## config.mk

```make
export PLATFORM = sky130hd
export DESIGN_NAME = auto_range_false_color_mapper
export DESIGN_NICKNAME = d
export VERILOG_FILES = /design/src/hw/rtl/arfc_pkg.sv /design/src/hw/rtl/arfc_queue.sv /design/src/hw/rtl/arfc_front.sv /design/src/hw/rtl/arfc_back.sv /design/src/hw/rtl/auto_range_false_color_mapper.sv
export SDC_FILE = /design/constraint.sdc
export NUM_CORES = 2
export LEC_CHECK = 0
export BUFFER_PORTS_ARGS = -buffer_cell sky130_fd_sc_hd__clkbuf_2
export CAP_MARGIN = 0
export CORE_AREA = 8 8 378 288
export CTS_CLUSTER_SIZE = 20
export DETAILED_ROUTE_END_ITERATION = 12
export DIE_AREA = 0 0 386 296
export HOLD_SLACK_MARGIN = 0.02
export SYNTH_ARGS = -nofsm -noshare
export SYNTH_HDL_FRONTEND = slang
export SYNTH_SLANG_ARGS = --single-unit
```

## constraint.sdc

```tcl
create_clock -name clk_i -period 14.5 [get_ports clk_i]
set_input_delay 0.725 -clock clk_i [delete_from_list [all_inputs] [get_ports clk_i]]
set_output_delay 0.725 -clock clk_i [all_outputs]
set_load 0.01 [all_outputs]
```

## src/hw/rtl/arfc_pkg.sv

```systemverilog
// Package for the auto-range false-color mapper: widths, fixed-point constants,
// word types and state encodings. No dependencies.
`timescale 1ns / 1ps

package arfc_pkg;

  // Field widths.
  localparam int SAMPLE_BITS = 16;
  localparam int COLOR_BITS  = 8;
  localparam int SPAN_BITS   = 15;
  localparam int CFG_IDX_W   = 2;

  // Bounds are Q2.21, eight fraction bits more than the samples.
  localparam int BOUND_BITS  = SAMPLE_BITS + 8;
  localparam int BOUND_ONE   = 1 << 21;

  // Normalizer widths: raw numerator/denominator and the clamped ratio.
  localparam int NUM_W       = BOUND_BITS + 2;
  localparam int DEN_W       = BOUND_BITS;

  // Fixed window -0.2..0.2 as (5*s + 8192) / 16384.
  localparam int FIX_GAIN    = 5;
  localparam int FIX_OFFSET  = 8192;
  localparam int FIX_DEN     = 16384;

  // Exponential smoothing, weight 655/65536.
  localparam int EMA_WEIGHT  = 655;
  localparam int EMA_SHIFT   = 16;
  localparam int DLT_W       = BOUND_BITS + 1;
  localparam int PROD_W      = BOUND_BITS + 12;
  localparam int NEW_W       = BOUND_BITS + 3;

  // Divider: quotient up to 2*M needs one bit more than a color.
  localparam int QUO_W       = COLOR_BITS + 1;
  localparam int DIVD_W      = BOUND_BITS + COLOR_BITS + 1;
  localparam int STEP_W      = $clog2(QUO_W + 1);
  localparam logic [COLOR_BITS-1:0] COLOR_MAX = COLOR_BITS'((1 << COLOR_BITS) - 1);

  // Queue between front and back (depth of at least two).
  localparam int QDEPTH      = 2;
  localparam int QPTR_W      = $clog2(QDEPTH);
  localparam int QCNT_W      = $clog2(QDEPTH + 1);

  // Reset values of the configuration registers.
  localparam logic [SPAN_BITS-1:0] MIN_SPAN_RESET = SPAN_BITS'(819);

  typedef enum logic [CFG_IDX_W-1:0] {
    CFG_DYNAMIC_MODE = 2'd0,
    CFG_COLOR_MODE   = 2'd1,
    CFG_MIN_SPAN     = 2'd2
  } cfg_idx_e;

  typedef enum logic [2:0] {
    F_IDLE,
    F_MUL_LO,
    F_MUL_HI,
    F_SUM_HI,
    F_FIT
  } f_state_e;

  typedef enum logic [1:0] {
    B_IDLE,
    B_DIV,
    B_DONE
  } b_state_e;

  typedef struct packed {
    logic signed [SAMPLE_BITS-1:0] sample;
    logic                          frame_end;
  } in_word_t;

  typedef struct packed {
    logic [COLOR_BITS-1:0] red;
    logic [COLOR_BITS-1:0] blue;
    logic                  last_of_frame;
  } out_word_t;

  typedef struct packed {
    logic                 dynamic_mode;
    logic                 color_mode;
    logic [SPAN_BITS-1:0] min_span;
  } cfg_t;

  // One classified word: clamped ratio num/den plus what the back end needs.
  typedef struct packed {
    logic [DEN_W-1:0] num;
    logic [DEN_W-1:0] den;
    logic             color_mode;
    logic             last;
  } job_t;

endpackage

```

## src/hw/rtl/arfc_queue.sv

```systemverilog
// Short job queue that decouples the front end from the divider back end.
// Depends on arfc_pkg for job_t and the queue depth.
`timescale 1ns / 1ps

module arfc_queue
  import arfc_pkg::*;
(
  input  logic clk_i,
  input  logic rst_ni,
  input  logic push_i,
  input  job_t push_data_i,
  output logic full_o,
  input  logic pop_i,
  output job_t pop_data_o,
  output logic empty_o
);

  job_t              entry_q [QDEPTH];
  logic [QPTR_W-1:0] wr_ptr_q, wr_ptr_d;
  logic [QPTR_W-1:0] rd_ptr_q, rd_ptr_d;
  logic [QCNT_W-1:0] count_q, count_d;

  assign full_o     = (count_q == QCNT_W'(QDEPTH));
  assign empty_o    = (count_q == '0);
  assign pop_data_o = entry_q[rd_ptr_q];

  // Pointer and fill count update.
  always_comb begin
    wr_ptr_d = wr_ptr_q;
    rd_ptr_d = rd_ptr_q;
    count_d  = count_q;
    if (push_i) begin
      wr_ptr_d = (wr_ptr_q == QPTR_W'(QDEPTH - 1)) ? '0 : wr_ptr_q + 1'b1;
    end
    if (pop_i) begin
      rd_ptr_d = (rd_ptr_q == QPTR_W'(QDEPTH - 1)) ? '0 : rd_ptr_q + 1'b1;
    end
    if (push_i && !pop_i) begin
      count_d = count_q + 1'b1;
    end else if (pop_i && !push_i) begin
      count_d = count_q - 1'b1;
    end
  end

  always_ff @(posedge clk_i or negedge rst_ni) begin
    if (!rst_ni) begin
      wr_ptr_q <= '0;
      rd_ptr_q <= '0;
      count_q  <= '0;
    end else begin
      wr_ptr_q <= wr_ptr_d;
      rd_ptr_q <= rd_ptr_d;
      count_q  <= count_d;
    end
  end

  // Entry storage.
  always_ff @(posedge clk_i) begin
    if (push_i) begin
      entry_q[wr_ptr_q] <= push_data_i;
    end
  end

`ifndef NO_ASSERTIONS
  a_no_push_full: assert property (@(posedge clk_i) disable iff (!rst_ni)
    push_i |-> !full_o) else $error("queue written while full");
  a_no_pop_empty: assert property (@(posedge clk_i) disable iff (!rst_ni)
    pop_i |-> !empty_o) else $error("queue read while empty");
  a_count_step: assert property (@(posedge clk_i) disable iff (!rst_ni)
    (push_i && !pop_i) |=> (count_q == $past(count_q) + 1'b1))
    else $error("fill count did not follow a push");
`endif

endmodule

```

## src/hw/rtl/arfc_front.sv

```systemverilog
// Front end: accepts samples, normalizes them to a clamped ratio, tracks the
// frame extremes and runs the bound update at frame end. Depends on arfc_pkg.
`timescale 1ns / 1ps

module arfc_front
  import arfc_pkg::*;
(
  input  logic     clk_i,
  input  logic     rst_ni,
  input  cfg_t     cfg_i,
  input  logic     in_valid_i,
  output logic     in_stall_o,
  input  in_word_t in_data_i,
  output logic     push_o,
  output job_t     push_data_o,
  input  logic     full_i
);

  f_state_e fsm_q, fsm_d;

  logic signed [BOUND_BITS-1:0]  low_q, low_d;
  logic signed [BOUND_BITS-1:0]  high_q, high_d;
  logic signed [SAMPLE_BITS-1:0] fmin_q, fmin_d;
  logic signed [SAMPLE_BITS-1:0] fmax_q, fmax_d;
  logic                          open_q, open_d;
  logic signed [PROD_W-1:0]      prod_q, prod_d;
  logic signed [NEW_W-1:0]       lo_new_q, lo_new_d;
  logic signed [NEW_W-1:0]       hi_new_q, hi_new_d;
  logic [SPAN_BITS-1:0]          span_q;

  logic                          busy;
  logic                          accept;
  logic                          start_upd;
  logic signed [SAMPLE_BITS-1:0] s;
  logic signed [NUM_W-1:0]       s_w, num_raw, den_raw, num_c, den_c;
  logic signed [DLT_W-1:0]       dlt;
  logic signed [PROD_W-1:0]      prod_sh;
  logic signed [NEW_W-1:0]       span_w, half_w, diff, centre, lo_fit, hi_fit;
  logic signed [NEW_W:0]         pair_sum;

  function automatic logic signed [BOUND_BITS-1:0] sat_bound(
    input logic signed [NEW_W-1:0] x
  );
    logic signed [NEW_W-1:0] hi_lim;
    logic signed [NEW_W-1:0] lo_lim;
    hi_lim = NEW_W'((BOUND_ONE * 0) + ((1 << (BOUND_BITS - 1)) - 1));
    lo_lim = -hi_lim - NEW_W'(1);
    if (x > hi_lim) begin
      return hi_lim[BOUND_BITS-1:0];
    end else if (x < lo_lim) begin
      return lo_lim[BOUND_BITS-1:0];
    end
    return x[BOUND_BITS-1:0];
  endfunction

  assign s      = in_data_i.sample;
  assign accept = in_valid_i && !in_stall_o;

  // Control outputs of the update sequencer.
  always_comb begin
    busy      = (fsm_q != F_IDLE);
    start_upd = accept && in_data_i.frame_end && cfg_i.dynamic_mode;
  end

  // Next state of the update sequencer.
  always_comb begin
    fsm_d = fsm_q;
    case (fsm_q)
      F_IDLE:   if (start_upd) fsm_d = F_MUL_LO;
      F_MUL_LO: fsm_d = F_MUL_HI;
      F_MUL_HI: fsm_d = F_SUM_HI;
      F_SUM_HI: fsm_d = F_FIT;
      F_FIT:    fsm_d = F_IDLE;
      default:  fsm_d = F_IDLE;
    endcase
  end

  assign in_stall_o = full_i || busy;

  // Normalize the sample to num/den and clamp to 0..1.
  always_comb begin
    s_w = NUM_W'(s);
    if (cfg_i.dynamic_mode) begin
      num_raw = (s_w <<< 8) - NUM_W'(low_q);
      den_raw = NUM_W'(high_q) - NUM_W'(low_q);
    end else begin
      num_raw = s_w * NUM_W'(FIX_GAIN) + NUM_W'(FIX_OFFSET);
      den_raw = NUM_W'(FIX_DEN);
    end
    num_c = num_raw;
    den_c = den_raw;
    if (den_raw <= 0 || num_raw <= 0) begin
      num_c = '0;
      if (den_raw <= 0) begin
        den_c = NUM_W'(1);
      end
    end
    if (num_c > den_c) begin
      num_c = den_c;
    end
  end

  assign push_o                 = accept;
  assign push_data_o.num        = num_c[DEN_W-1:0];
  assign push_data_o.den        = den_c[DEN_W-1:0];
  assign push_data_o.color_mode = cfg_i.color_mode;
  assign push_data_o.last       = in_data_i.frame_end;

  // Frame extremes; the frame-end sample still counts in its frame.
  always_comb begin
    fmin_d = fmin_q;
    fmax_d = fmax_q;
    open_d = open_q;
    if (accept) begin
      if (!open_q || s < fmin_q) fmin_d = s;
      if (!open_q || s > fmax_q) fmax_d = s;
      open_d = !in_data_i.frame_end;
    end
  end

  // Smoothing: new = old + floor(655 * (ext*256 - old) / 65536), one product a cycle.
  always_comb begin
    prod_sh = prod_q >>> EMA_SHIFT;
    if (fsm_q == F_MUL_LO) begin
      dlt = (DLT_W'(fmin_q) <<< 8) - DLT_W'(low_q);
    end else begin
      dlt = (DLT_W'(fmax_q) <<< 8) - DLT_W'(high_q);
    end
    prod_d   = PROD_W'(dlt) * PROD_W'(EMA_WEIGHT);
    lo_new_d = lo_new_q;
    hi_new_d = hi_new_q;
    if (fsm_q == F_MUL_HI) begin
      lo_new_d = NEW_W'(low_q) + NEW_W'(prod_sh);
    end
    if (fsm_q == F_SUM_HI) begin
      hi_new_d = NEW_W'(high_q) + NEW_W'(prod_sh);
    end
  end

  // Widen about the centre to the minimum span, then saturate.
  always_comb begin
    span_w   = $signed(NEW_W'({span_q, 8'd0}));
    half_w   = $signed(NEW_W'({span_q, 7'd0}));
    diff     = hi_new_q - lo_new_q;
    pair_sum = (NEW_W + 1)'(lo_new_q) + (NEW_W + 1)'(hi_new_q);
    centre   = NEW_W'(pair_sum >>> 1);
    lo_fit   = lo_new_q;
    hi_fit   = hi_new_q;
    if (diff < span_w) begin
      lo_fit = centre - half_w;
      hi_fit = centre + half_w;
    end
    low_d  = low_q;
    high_d = high_q;
    if (fsm_q == F_FIT) begin
      low_d  = sat_bound(lo_fit);
      high_d = sat_bound(hi_fit);
    end
  end

  always_ff @(posedge clk_i or negedge rst_ni) begin
    if (!rst_ni) begin
      fsm_q  <= F_IDLE;
      low_q  <= -BOUND_BITS'(BOUND_ONE);
      high_q <= BOUND_BITS'(BOUND_ONE);
      fmin_q <= '0;
      fmax_q <= '0;
      open_q <= 1'b0;
    end else begin
      fsm_q  <= fsm_d;
      low_q  <= low_d;
      high_q <= high_d;
      fmin_q <= fmin_d;
      fmax_q <= fmax_d;
      open_q <= open_d;
    end
  end

  // Update datapath registers.
  always_ff @(posedge clk_i) begin
    prod_q   <= prod_d;
    lo_new_q <= lo_new_d;
    hi_new_q <= hi_new_d;
    if (start_upd) begin
      span_q <= cfg_i.min_span;
    end
  end

`ifndef NO_ASSERTIONS
  a_busy_stalls: assert property (@(posedge clk_i) disable iff (!rst_ni)
    (fsm_q != F_IDLE) |-> in_stall_o) else $error("word taken during bound update");
  a_upd_cause: assert property (@(posedge clk_i) disable iff (!rst_ni)
    (fsm_q == F_MUL_LO) |-> $past(accept && in_data_i.frame_end && cfg_i.dynamic_mode))
    else $error("bound update without a dynamic frame end");
  a_bounds_hold: assert property (@(posedge clk_i) disable iff (!rst_ni)
    (fsm_q != F_FIT) |=> ($stable(low_q) && $stable(high_q)))
    else $error("bounds moved outside the fit step");
`endif

endmodule

```

## src/hw/rtl/arfc_back.sv

```systemverilog
// Back end: restoring divider that turns num/den into a red/blue pair, and the
// output register. Depends on arfc_pkg.
`timescale 1ns / 1ps

module arfc_back
  import arfc_pkg::*;
(
  input  logic      clk_i,
  input  logic      rst_ni,
  input  logic      empty_i,
  input  job_t      pop_data_i,
  output logic      pop_o,
  output logic      out_valid_o,
  input  logic      out_stall_i,
  output out_word_t out_data_o
);

  b_state_e state_q, state_d;

  logic [DIVD_W-1:0]     rem_q, rem_d;
  logic [DIVD_W-1:0]     dsh_q, dsh_d;
  logic [QUO_W-1:0]      quo_q, quo_d;
  logic [STEP_W-1:0]     step_q, step_d;
  logic                  mode_q, last_q;
  logic                  out_valid_q;
  out_word_t             out_data_q;

  logic                  div_step;
  logic                  load;
  logic [DIVD_W-1:0]     nx;
  logic [COLOR_BITS-1:0] red, blue;

  // Control outputs of the divider sequencer.
  always_comb begin
    pop_o    = (state_q == B_IDLE) && !empty_i;
    div_step = (state_q == B_DIV);
    load     = (state_q == B_DONE) && (!out_valid_q || !out_stall_i);
  end

  // Next state of the divider sequencer.
  always_comb begin
    state_d = state_q;
    case (state_q)
      B_IDLE:  if (!empty_i) state_d = B_DIV;
      B_DIV:   if (step_q == STEP_W'(QUO_W - 1)) state_d = B_DONE;
      B_DONE:  if (load) state_d = B_IDLE;
      default: state_d = B_IDLE;
    endcase
  end

  // Dividend is M*num for the blend and 2*M*num for the split scheme.
  always_comb begin
    nx     = DIVD_W'(pop_data_i.num);
    rem_d  = rem_q;
    dsh_d  = dsh_q;
    quo_d  = quo_q;
    step_d = step_q;
    if (pop_o) begin
      if (pop_data_i.color_mode) begin
        rem_d = (nx << COLOR_BITS) - nx;
      end else begin
        rem_d = (nx << (COLOR_BITS + 1)) - (nx << 1);
      end
      dsh_d  = DIVD_W'(pop_data_i.den) << COLOR_BITS;
      quo_d  = '0;
      step_d = '0;
    end else if (div_step) begin
      if (rem_q >= dsh_q) begin
        rem_d = rem_q - dsh_q;
        quo_d = {quo_q[QUO_W-2:0], 1'b1};
      end else begin
        quo_d = {quo_q[QUO_W-2:0], 1'b0};
      end
      dsh_d  = dsh_q >> 1;
      step_d = step_q + 1'b1;
    end
  end

  // Color schemes from the quotient and the remainder.
  always_comb begin
    if (mode_q) begin
      red  = quo_q[COLOR_BITS-1:0];
      blue = COLOR_MAX - red - COLOR_BITS'(rem_q != '0);
    end else if (quo_q < QUO_W'(COLOR_MAX)) begin
      red  = '0;
      blue = quo_q[COLOR_BITS-1:0];
    end else begin
      red  = COLOR_BITS'(quo_q - QUO_W'(COLOR_MAX));
      blue = '0;
    end
  end

  always_ff @(posedge clk_i or negedge rst_ni) begin
    if (!rst_ni) begin
      state_q     <= B_IDLE;
      out_valid_q <= 1'b0;
    end else begin
      state_q <= state_d;
      if (load) begin
        out_valid_q <= 1'b1;
      end else if (!out_stall_i) begin
        out_valid_q <= 1'b0;
      end
    end
  end

  // Divider and output data registers.
  always_ff @(posedge clk_i) begin
    rem_q  <= rem_d;
    dsh_q  <= dsh_d;
    quo_q  <= quo_d;
    step_q <= step_d;
    if (pop_o) begin
      mode_q <= pop_data_i.color_mode;
      last_q <= pop_data_i.last;
    end
    if (load) begin
      out_data_q.red           <= red;
      out_data_q.blue          <= blue;
      out_data_q.last_of_frame <= last_q;
    end
  end

  assign out_valid_o = out_valid_q;
  assign out_data_o  = out_data_q;

`ifndef NO_ASSERTIONS
  a_step_range: assert property (@(posedge clk_i) disable iff (!rst_ni)
    (state_q == B_DIV) |-> (step_q < STEP_W'(QUO_W))) else $error("divider overran");
  a_quo_split: assert property (@(posedge clk_i) disable iff (!rst_ni)
    (state_q == B_DONE) |-> (quo_q <= (QUO_W'(COLOR_MAX) << 1)))
    else $error("quotient above twice full scale");
  a_quo_blend: assert property (@(posedge clk_i) disable iff (!rst_ni)
    (state_q == B_DONE && mode_q) |-> (quo_q <= QUO_W'(COLOR_MAX)))
    else $error("blend quotient above full scale");
`endif

endmodule

```

## src/hw/rtl/auto_range_false_color_mapper.sv

```systemverilog
// Auto-range false-color mapper: top level with configuration registers.
// Depends on arfc_pkg, arfc_front, arfc_queue and arfc_back.
//
// Usage:
//   Input words (sample, frame_end) arrive on in_valid_i/in_data_i and are
//   taken when in_stall_o is low. Each yields one output word (red, blue,
//   last_of_frame) on out_valid_o/out_data_o, taken when out_stall_i is low.
//   Configuration writes use cfg_valid_i with cfg_index_i/cfg_data_i and are
//   always ready: 0 dynamic_mode, 1 color_mode, 2 min_span.
// Timing:
//   An accepted word passes through the job queue to the back end's
//   restoring divider, which forms COLOR_BITS+1 quotient bits per word and
//   takes the next word only after the last is loaded into the output register.
//   A frame-end word in dynamic mode starts a bound update in the front end
//   (F_MUL_LO, F_MUL_HI, F_SUM_HI, F_FIT), during which in_stall_o stays high.
// Reset:
//   Bounds return to -1.0/+1.0, the frame tracker and queue empty, and the
//   registers to dynamic mode, blend scheme and min_span 819.
// Stalls:
//   A stalled output word holds; the two-entry queue keeps taking input until
//   it fills, then in_stall_o rises.
`timescale 1ns / 1ps

module auto_range_false_color_mapper
  import arfc_pkg::*;
(
  input  logic                 clk_i,
  input  logic                 rst_ni,
  input  logic                 in_valid_i,
  output logic                 in_stall_o,
  input  in_word_t             in_data_i,
  output logic                 out_valid_o,
  input  logic                 out_stall_i,
  output out_word_t            out_data_o,
  input  logic                 cfg_valid_i,
  output logic                 cfg_ready_o,
  input  logic [CFG_IDX_W-1:0] cfg_index_i,
  input  logic [SPAN_BITS-1:0] cfg_data_i
);

  cfg_t cfg_q;
  logic q_push, q_full, q_pop, q_empty;
  job_t q_wdata, q_rdata;

  assign cfg_ready_o = 1'b1;

  // Configuration registers.
  always_ff @(posedge clk_i or negedge rst_ni) begin
    if (!rst_ni) begin
      cfg_q.dynamic_mode <= 1'b1;
      cfg_q.color_mode   <= 1'b1;
      cfg_q.min_span     <= MIN_SPAN_RESET;
    end else if (cfg_valid_i && cfg_ready_o) begin
      case (cfg_idx_e'(cfg_index_i))
        CFG_DYNAMIC_MODE: cfg_q.dynamic_mode <= cfg_data_i[0];
        CFG_COLOR_MODE:   cfg_q.color_mode   <= cfg_data_i[0];
        CFG_MIN_SPAN:     cfg_q.min_span     <= cfg_data_i;
        default: ;
      endcase
    end
  end

  arfc_front u_front (
    .clk_i       (clk_i),
    .rst_ni      (rst_ni),
    .cfg_i       (cfg_q),
    .in_valid_i  (in_valid_i),
    .in_stall_o  (in_stall_o),
    .in_data_i   (in_data_i),
    .push_o      (q_push),
    .push_data_o (q_wdata),
    .full_i      (q_full)
  );

  arfc_queue u_queue (
    .clk_i       (clk_i),
    .rst_ni      (rst_ni),
    .push_i      (q_push),
    .push_data_i (q_wdata),
    .full_o      (q_full),
    .pop_i       (q_pop),
    .pop_data_o  (q_rdata),
    .empty_o     (q_empty)
  );

  arfc_back u_back (
    .clk_i       (clk_i),
    .rst_ni      (rst_ni),
    .empty_i     (q_empty),
    .pop_data_i  (q_rdata),
    .pop_o       (q_pop),
    .out_valid_o (out_valid_o),
    .out_stall_i (out_stall_i),
    .out_data_o  (out_data_o)
  );

endmodule
```

Word level (Yosys, flattened, before mapping)

Memory sizes are Yosys's and may differ from the RTL's.
Cells that the tools add are included.

Bits in registers: 306
Bits in latches: 0
RAM bits: 100
Bits in read-only memories: 0
Bits of input ports: 39
Word-level logic and storage cells: 162
Memories: 1

Memories:

| memory          | words | width | rd ports | clocked after Yosys merged registers in | write ports | RTL line         | text |
|---|---|---|---|---|---|---|---|
| u_queue.entry_q | 2     | 50    | 1        | 0                                       | 1           | arfc_queue.sv:18 | `job_t entry_q [QDEPTH];` |

Add/subtract/negate cells: 22
$mul: 2
Divide/modulo/power cells: 0
Magnitude comparators: 12
Eq/ne operators: 15
Shift operators: 0
Muxes and demuxes: 46
Bitwise logic cells: 0
Reduce and logical (&&, ||, !) cells: 36

Operators by type and width:

| kind                                                             | number |
|---|---|
| two-way mux 24 bit                                               | 7 |
| two-way mux 33 bit                                               | 4 |
| two-way mux 26 bit                                               | 5 |
| subtractor 24 x 24 -> 25 bit                                     | 4 |
| two-way mux 32 bit                                               | 2 |
| > comparator 27 x 24 -> 1 bit (second input constant)            | 2 |
| < comparator 27 x 24 -> 1 bit (second input constant)            | 2 |
| two-way mux 27 bit                                               | 2 |
| less-or-equal comparator 26 x 1 -> 1 bit (second input constant) | 2 |
| adder 24 x 20 -> 25 bit                                          | 2 |
| multiplier 25 x 11 -> 36 bit (second input constant)             | 1 |
| greater-or-equal comparator 33 x 32 -> 1 bit                     | 1 |
| nonzero test 33 bit                                              | 1 |
| subtractor 32 x 24 -> 33 bit                                     | 1 |
| subtractor 33 x 25 -> 33 bit                                     | 1 |
| subtractor 33 x 32 -> 33 bit                                     | 1 |
| two-way mux 8 bit                                                | 4 |
| adder 27 x 23 -> 27 bit                                          | 1 |
| < comparator 27 x 24 -> 1 bit                                    | 1 |
| subtractor 27 x 23 -> 27 bit                                     | 1 |
| adder 25 x 25 -> 26 bit                                          | 1 |
| adder 26 x 15 -> 26 bit (second input constant)                  | 1 |
| > comparator 26 bit                                              | 1 |
| subtractor 25 x 25 -> 26 bit                                     | 1 |
| other kinds (34)                                                 | 84 |

Longest topological paths before layout

Word-level depth: 8
Mapped depth: 33

By module

From an unflattened synthesis, not the netlist that was laid out.

Cell total of the unflattened synthesis: 4067
Area total of the unflattened synthesis: 37204.4 µm²

By module, submodules not included:

| module                        | instances | cells an instance | area an instance (µm²) | sequential area each (µm²) |
|---|---|---|---|---|
| arfc_front                    | 1         | 2874              | 24400.9                | 4459.3 |
| arfc_back                     | 1         | 981               | 8034.0                 | 2777.7 |
| arfc_queue                    | 1         | 172               | 4047.6                 | 3103.0 |
| auto_range_false_color_mapper | 1         | 40                | 721.9                  | 435.4 |

Worst setup path after synthesis

Ideal clock, no wire load.

Path type: input -> register
Start: in in_data_i[2] (netlist name)
End: mem u_queue.entry_q[0][34] (netlist name) (data pin)
Setup time: 0.193 ns
Arrival: 7.074 ns
Data required time: 14.307 ns
Slack: 7.233 ns
Stages on the path: 33
Path buffers: 3
Cell sequence: ha_1 -> ha_1 -> inv_1 -> fa_1 -> nor2b_1 -> o21ai_0 -> a21oi_1 -> o211ai_1 -> o21ai_0 -> xor2_1 -> ha_1 -> inv_1 -> or3b_2 -> o31a_1 -> nor3_1 -> nand2_1 -> buf_2 -> nor2_1 -> ha_1 -> nor2b_1 -> o21a_1 -> o21a_1 -> o21a_1 -> o21a_1 -> o21a_1 -> o21a_1 -> o21ai_0 -> a31oi_1 -> a31oi_1 -> clkbuf_1 -> clkbuf_1 -> nand2_1 -> o32ai_1

RTL lines:

| what               | RTL line                            | text |
|---|---|---|
| start: declaration | auto_range_false_color_mapper.sv:31 | `input in_word_t in_data_i,` |
| end: declaration   | arfc_queue.sv:18                    |  |

Final worst setup path

Start: reg u_front.high_q[1]
End: reg u_front.prod_q[35]

Cells in the longest elaborated chain, start to end: 3

RTL lines:

| what                         | RTL line          | text |
|---|---|---|
| start: declaration           | arfc_front.sv:22  | `logic signed [BOUND_BITS-1:0] high_q, high_d;` |
| start signal: assignment     | arfc_front.sv:165 | `high_q <= BOUND_BITS'(BOUND_ONE);` |
| start signal: assignment     | arfc_front.sv:172 | `high_q <= high_d;` |
| subtractor 24 x 24 -> 25 bit | arfc_front.sv:127 | `dlt = (DLT_W'(fmax_q) <<< 8) - DLT_W'(high_q);` |
| two-way mux 25 bit           | arfc_front.sv:124 | `if (fsm_q == F_MUL_LO) begin` |
| multiplier 25 x 11 -> 36 bit | arfc_front.sv:129 | `prod_d = PROD_W'(dlt) * PROD_W'(EMA_WEIGHT);` |
| via u_front.prod_d[35]       | arfc_front.sv:26  | `logic signed [PROD_W-1:0] prod_q, prod_d;` |
| end signal: assignment       | arfc_front.sv:181 | `prod_q <= prod_d;` |
| end: declaration             | arfc_front.sv:26  |  |

The timed path passes the listed nets, and every way through them passes these cells.
A chain may end at the register's enable or synchronous reset.

==> results.py <==
metrics = {
    "sta": {
        "max_freq_mhz": 117,
        "fin_setup_tns_ps": 0,
        "rsz0062_at_grt": "false",
        "slew_viol_final": 0,
        "whs_ps": 142,
        "tightest_slew_ps": 1170,
        "slew_headroom_pct": 22.1,
        "setup-violations-final": 0,
        "clock_skew_ps": 58.6,
        "fin_crit_sh_pct": 58.9,
        "period_needed_ps": 8540,
        "hold_viol_final": 0,
    },
    "clock_network": {
        "cts_root_buffer": "clkbuf_16",
        "clk_pin_slew_ps": 70,
        "cts.sinks": 390,
        "clk_path_buf_depth": 3,
        "cts_hold_buf": 0,
        "post_cts_buffers": 0,
        "cts_buffers": 45,
        "ctsResizeCount": 0,
        "cts_tree": "done",
        "insertion_delay_ps": 630,
        "h-tree-depth": 2,
    },
    "detailed_routing": {
        "drt_iter0_markers": 2360,
        "wl_per_cell_um": 19.6,
        "remaining_drc_errors": 0,
        "routed_via_density": 5.44,
        "vias": 28425,
        "routed_wl_um": 102000,
        "firstDrtPassIters": 5,
        "antenna_left": 0,
    },
    "setup_path": {
        "crit_path_frequent_cell": "ha_1",
        "startpoint": "u_front.high_q[1]",
        "crit_path_max_incr_delay_ps": 650,
        "cp_slowest_cell": "or4b_2",
        "crit_arrival_ps": 9070,
        "ff2ff_path_depth": 29,
        "cp_max_fo": 5,
        "end_kind": "flop",
        "reg2reg_to": "u_front.prod_q[35]",
        "reg2reg_from": "u_front.high_q[1]",
        "start_kind": "flop",
        "r2r_slack_ps": 5960,
        "critPathRequiredTime_ps": 15030,
        "critPathKind": "flop to flop",
    },
    "floorplan": {
        "core_region_area_mm2": 0.102,
        "die-area_mm2": 0.114,
        "die_height_um": 296,
        "die_w_um": 386,
        "initial_core_util_pct": 34.7,
        "io_pins": 59,
        "num_rows": 102,
    },
    "placement": {
        "hpwl_um": 82500,
        "io_buffers": 57,
        "place_congestion": 0.943,
    },
    "synth": {
        "synth_edf_count": 241,
        "async_reset_ff_share_pct": 27.7,
        "synth_cell_type_count": 93,
        "netlist_instances": 3814,
        "syn_avg_cell_area_um2": 9.33,
        "ys_warn_count": 0,
        "ys_ff_latch": 390,
        "synthFlopType": "edfxtp_1",
        "seq_area_frac_synth_pct": 30.3,
        "synth_area_mm2": 0.0356,
    },
    "run": {
        "maxCapViolCount": 0,
    },
    "global_route": {
        "overflow": 0,
        "grt_max_degree": 66,
        "antenna_found_initial": 10,
        "grt_use_total_pct": 17.5,
        "grt_pass1_wl_um": 159000,
        "grt_pass1_vias": 26542,
    },
    "min_path": {
        "min_path_type": "primary input to async pin",
    },
    "cells_and_area": {
        "nFillCells": 10329,
        "layout-drive-gt1-share_pct": 8.32,
        "regArea_mm2": 0.0108,
        "multiInputGateArea_mm2": 0.0230,
        "area_delta_synth_final_pct": 9.46,
        "finalNetCount": 4443,
    },
    "status": {
        "status": "complete, no violations",
    },
}
[layout make-up]
cell class | count | share of cell area (%)
Antenna cell | 3 | 0.0193
Clock buffer | 57 | 3.11
Clock inverter | 27 | 0.883
Inverter | 372 | 3.58
Multi-Input combinational cell | 2934 | 59.0
Sequential cell | 390 | 27.7
Tap cell | 1352 | 4.34
Timing Repair Buffer | 91 | 1.39
[state kept, by name, indices dropped and copies added (netlist names)]
signal	flops
u_back.last_q	1
u_queue.entry_q	100
u_front.fmax_q	16
u_front.fsm_q	3
cfg_q	17
u_back.out_data_o	17
u_back.out_valid_o	1
u_queue.rd_ptr_q	1
u_front.open_q	1
u_front.span_q	15
u_back.step_q	4
u_front.high_q	24
u_front.hi_new_q	25
u_front.prod_q	20
u_back.dsh_q	32
u_queue.wr_ptr_q	1
u_front.fmin_q	16
u_back.mode_q	1
u_back.quo_q	9
u_back.rem_q	33
u_queue.count_q	2
u_back.state_q	2
u_front.low_q	24
u_front.lo_new_q	25
[kinds of logic (layout without fill, tap and decap cells)]
group / count (synthesis) / after routing / share of synthesized area, %
compound gates: 977 / 977 / 18.0
other cells: 1 / 5 / 0.0105
fa+ha+maj: 570 / 570 / 22.2
flops: 390 / 390 / 30.3
simple gates: 983 / 983 / 13.6
buf+inv: 491 / 547 / 5.32
xor+xnor: 267 / 267 / 6.57
mux: 135 / 135 / 4.03
[cell usage after synthesis (23+ instances only)]
cell type | n | area [µm²]
a211oi_1 | 49 | 368
a21o_1 | 79 | 593
a21oi_1 | 266 | 1330
a2bb2oi_1 | 23 | 201
a31oi_1 | 41 | 257
and3_1 | 31 | 194
clkbuf_1 | 89 | 334
dfrtp_1 | 96 | 2400
dfxtp_1 | 41 | 821
edfxtp_1 | 241 | 7240
fa_1 | 100 | 2000
ha_1 | 470 | 5880
inv_1 | 371 | 1390
mux2_2 | 66 | 743
mux2i_1 | 69 | 691
nand2_1 | 245 | 920
nand2b_1 | 57 | 357
nand3_1 | 68 | 340
nand4_1 | 37 | 231
nor2_1 | 273 | 1020
nor2b_1 | 48 | 300
nor3_1 | 73 | 365
o211ai_1 | 23 | 173
o21a_1 | 46 | 345
o21ai_0 | 183 | 916
o21bai_1 | 33 | 248
o221ai_1 | 26 | 228
o22ai_1 | 35 | 219
o31ai_1 | 28 | 210
or2_2 | 34 | 213
xnor2_1 | 175 | 1530
xor2_1 | 92 | 806
[worst max path at each step]
stage               cells after the start  slack (ps)                endpoint
CTS                                    29        6070      u_front.prod_q[35]
global placement                       33        6090  u_queue.entry_q[0][49]
floorplan                              33        7230  u_queue.entry_q[0][34]
finish                                 29        5960      u_front.prod_q[35]
global route                           29        5480      u_front.prod_q[35]
detailed placement                     33        5960  u_queue.entry_q[0][49]
[per-layer routing]
layer,vias to the layer above,part of all wire (%),track usage [%]
met2,850,38,23.7
met1,13662,51,27.4
met3,93,9.6,4.74
met4,8,1.4,2.92
li1,13812,-,-
met5,-,0.047,0
[critical path, delay by kind of cell (launching register included)]
family / cells / cell delay, ps
buffers and inverters: 2 / 370
flip-flops: 1 / 450
AND/OR/NAND/NOR: 5 / 970
XOR/XNOR: 1 / 150
adder cells (fa/ha/maj): 7 / 2740
AO/OA/AOI/OAI: 14 / 3800
[cell usage in the layout, fill, tap and decap left out, types with 30 or more instances in the layout]
cell type	n
ha_1	470
inv_1	371
nor2_1	272
a21oi_1	265
nand2_1	245
edfxtp_1	241
o21ai_0	183
xnor2_1	175
fa_1	100
dfrtp_1	95
xor2_1	92
a21o_1	79
nor3_1	73
nand3_1	68
mux2i_1	67
mux2_2	66
nand2b_1	56
clkbuf_2	56
a211oi_1	49
nor2b_1	48
o21a_1	46
clkbuf_16	45
dfxtp_1	41
a31oi_1	40
nand4_1	37
o22ai_1	35
buf_4	35
or2_2	34
o21bai_1	33
and3_1	30
[metrics by stage]
| step | instances | instance area (µm²) | setup slack (ps) | utilization (%) |
|---|---|---|---|---|
| after floorplan | 3815 | 35600 | 7230 | - |
| after global placement | 5139 | 37400 | 6090 | 36.5 |
| after detailed placement | 5139 | 37400 | 5960 | 36.5 |
| after CTS | 5223 | 38900 | 6070 | 38.0 |
| after global routing | 5223 | 38900 | 5480 | 38.0 |
| final | 5226 | 38900 | 5960 | 38.0 |
Power is not shown: default switching activity piles up to over one toggle a cycle in this logic, so the estimate is an artifact.
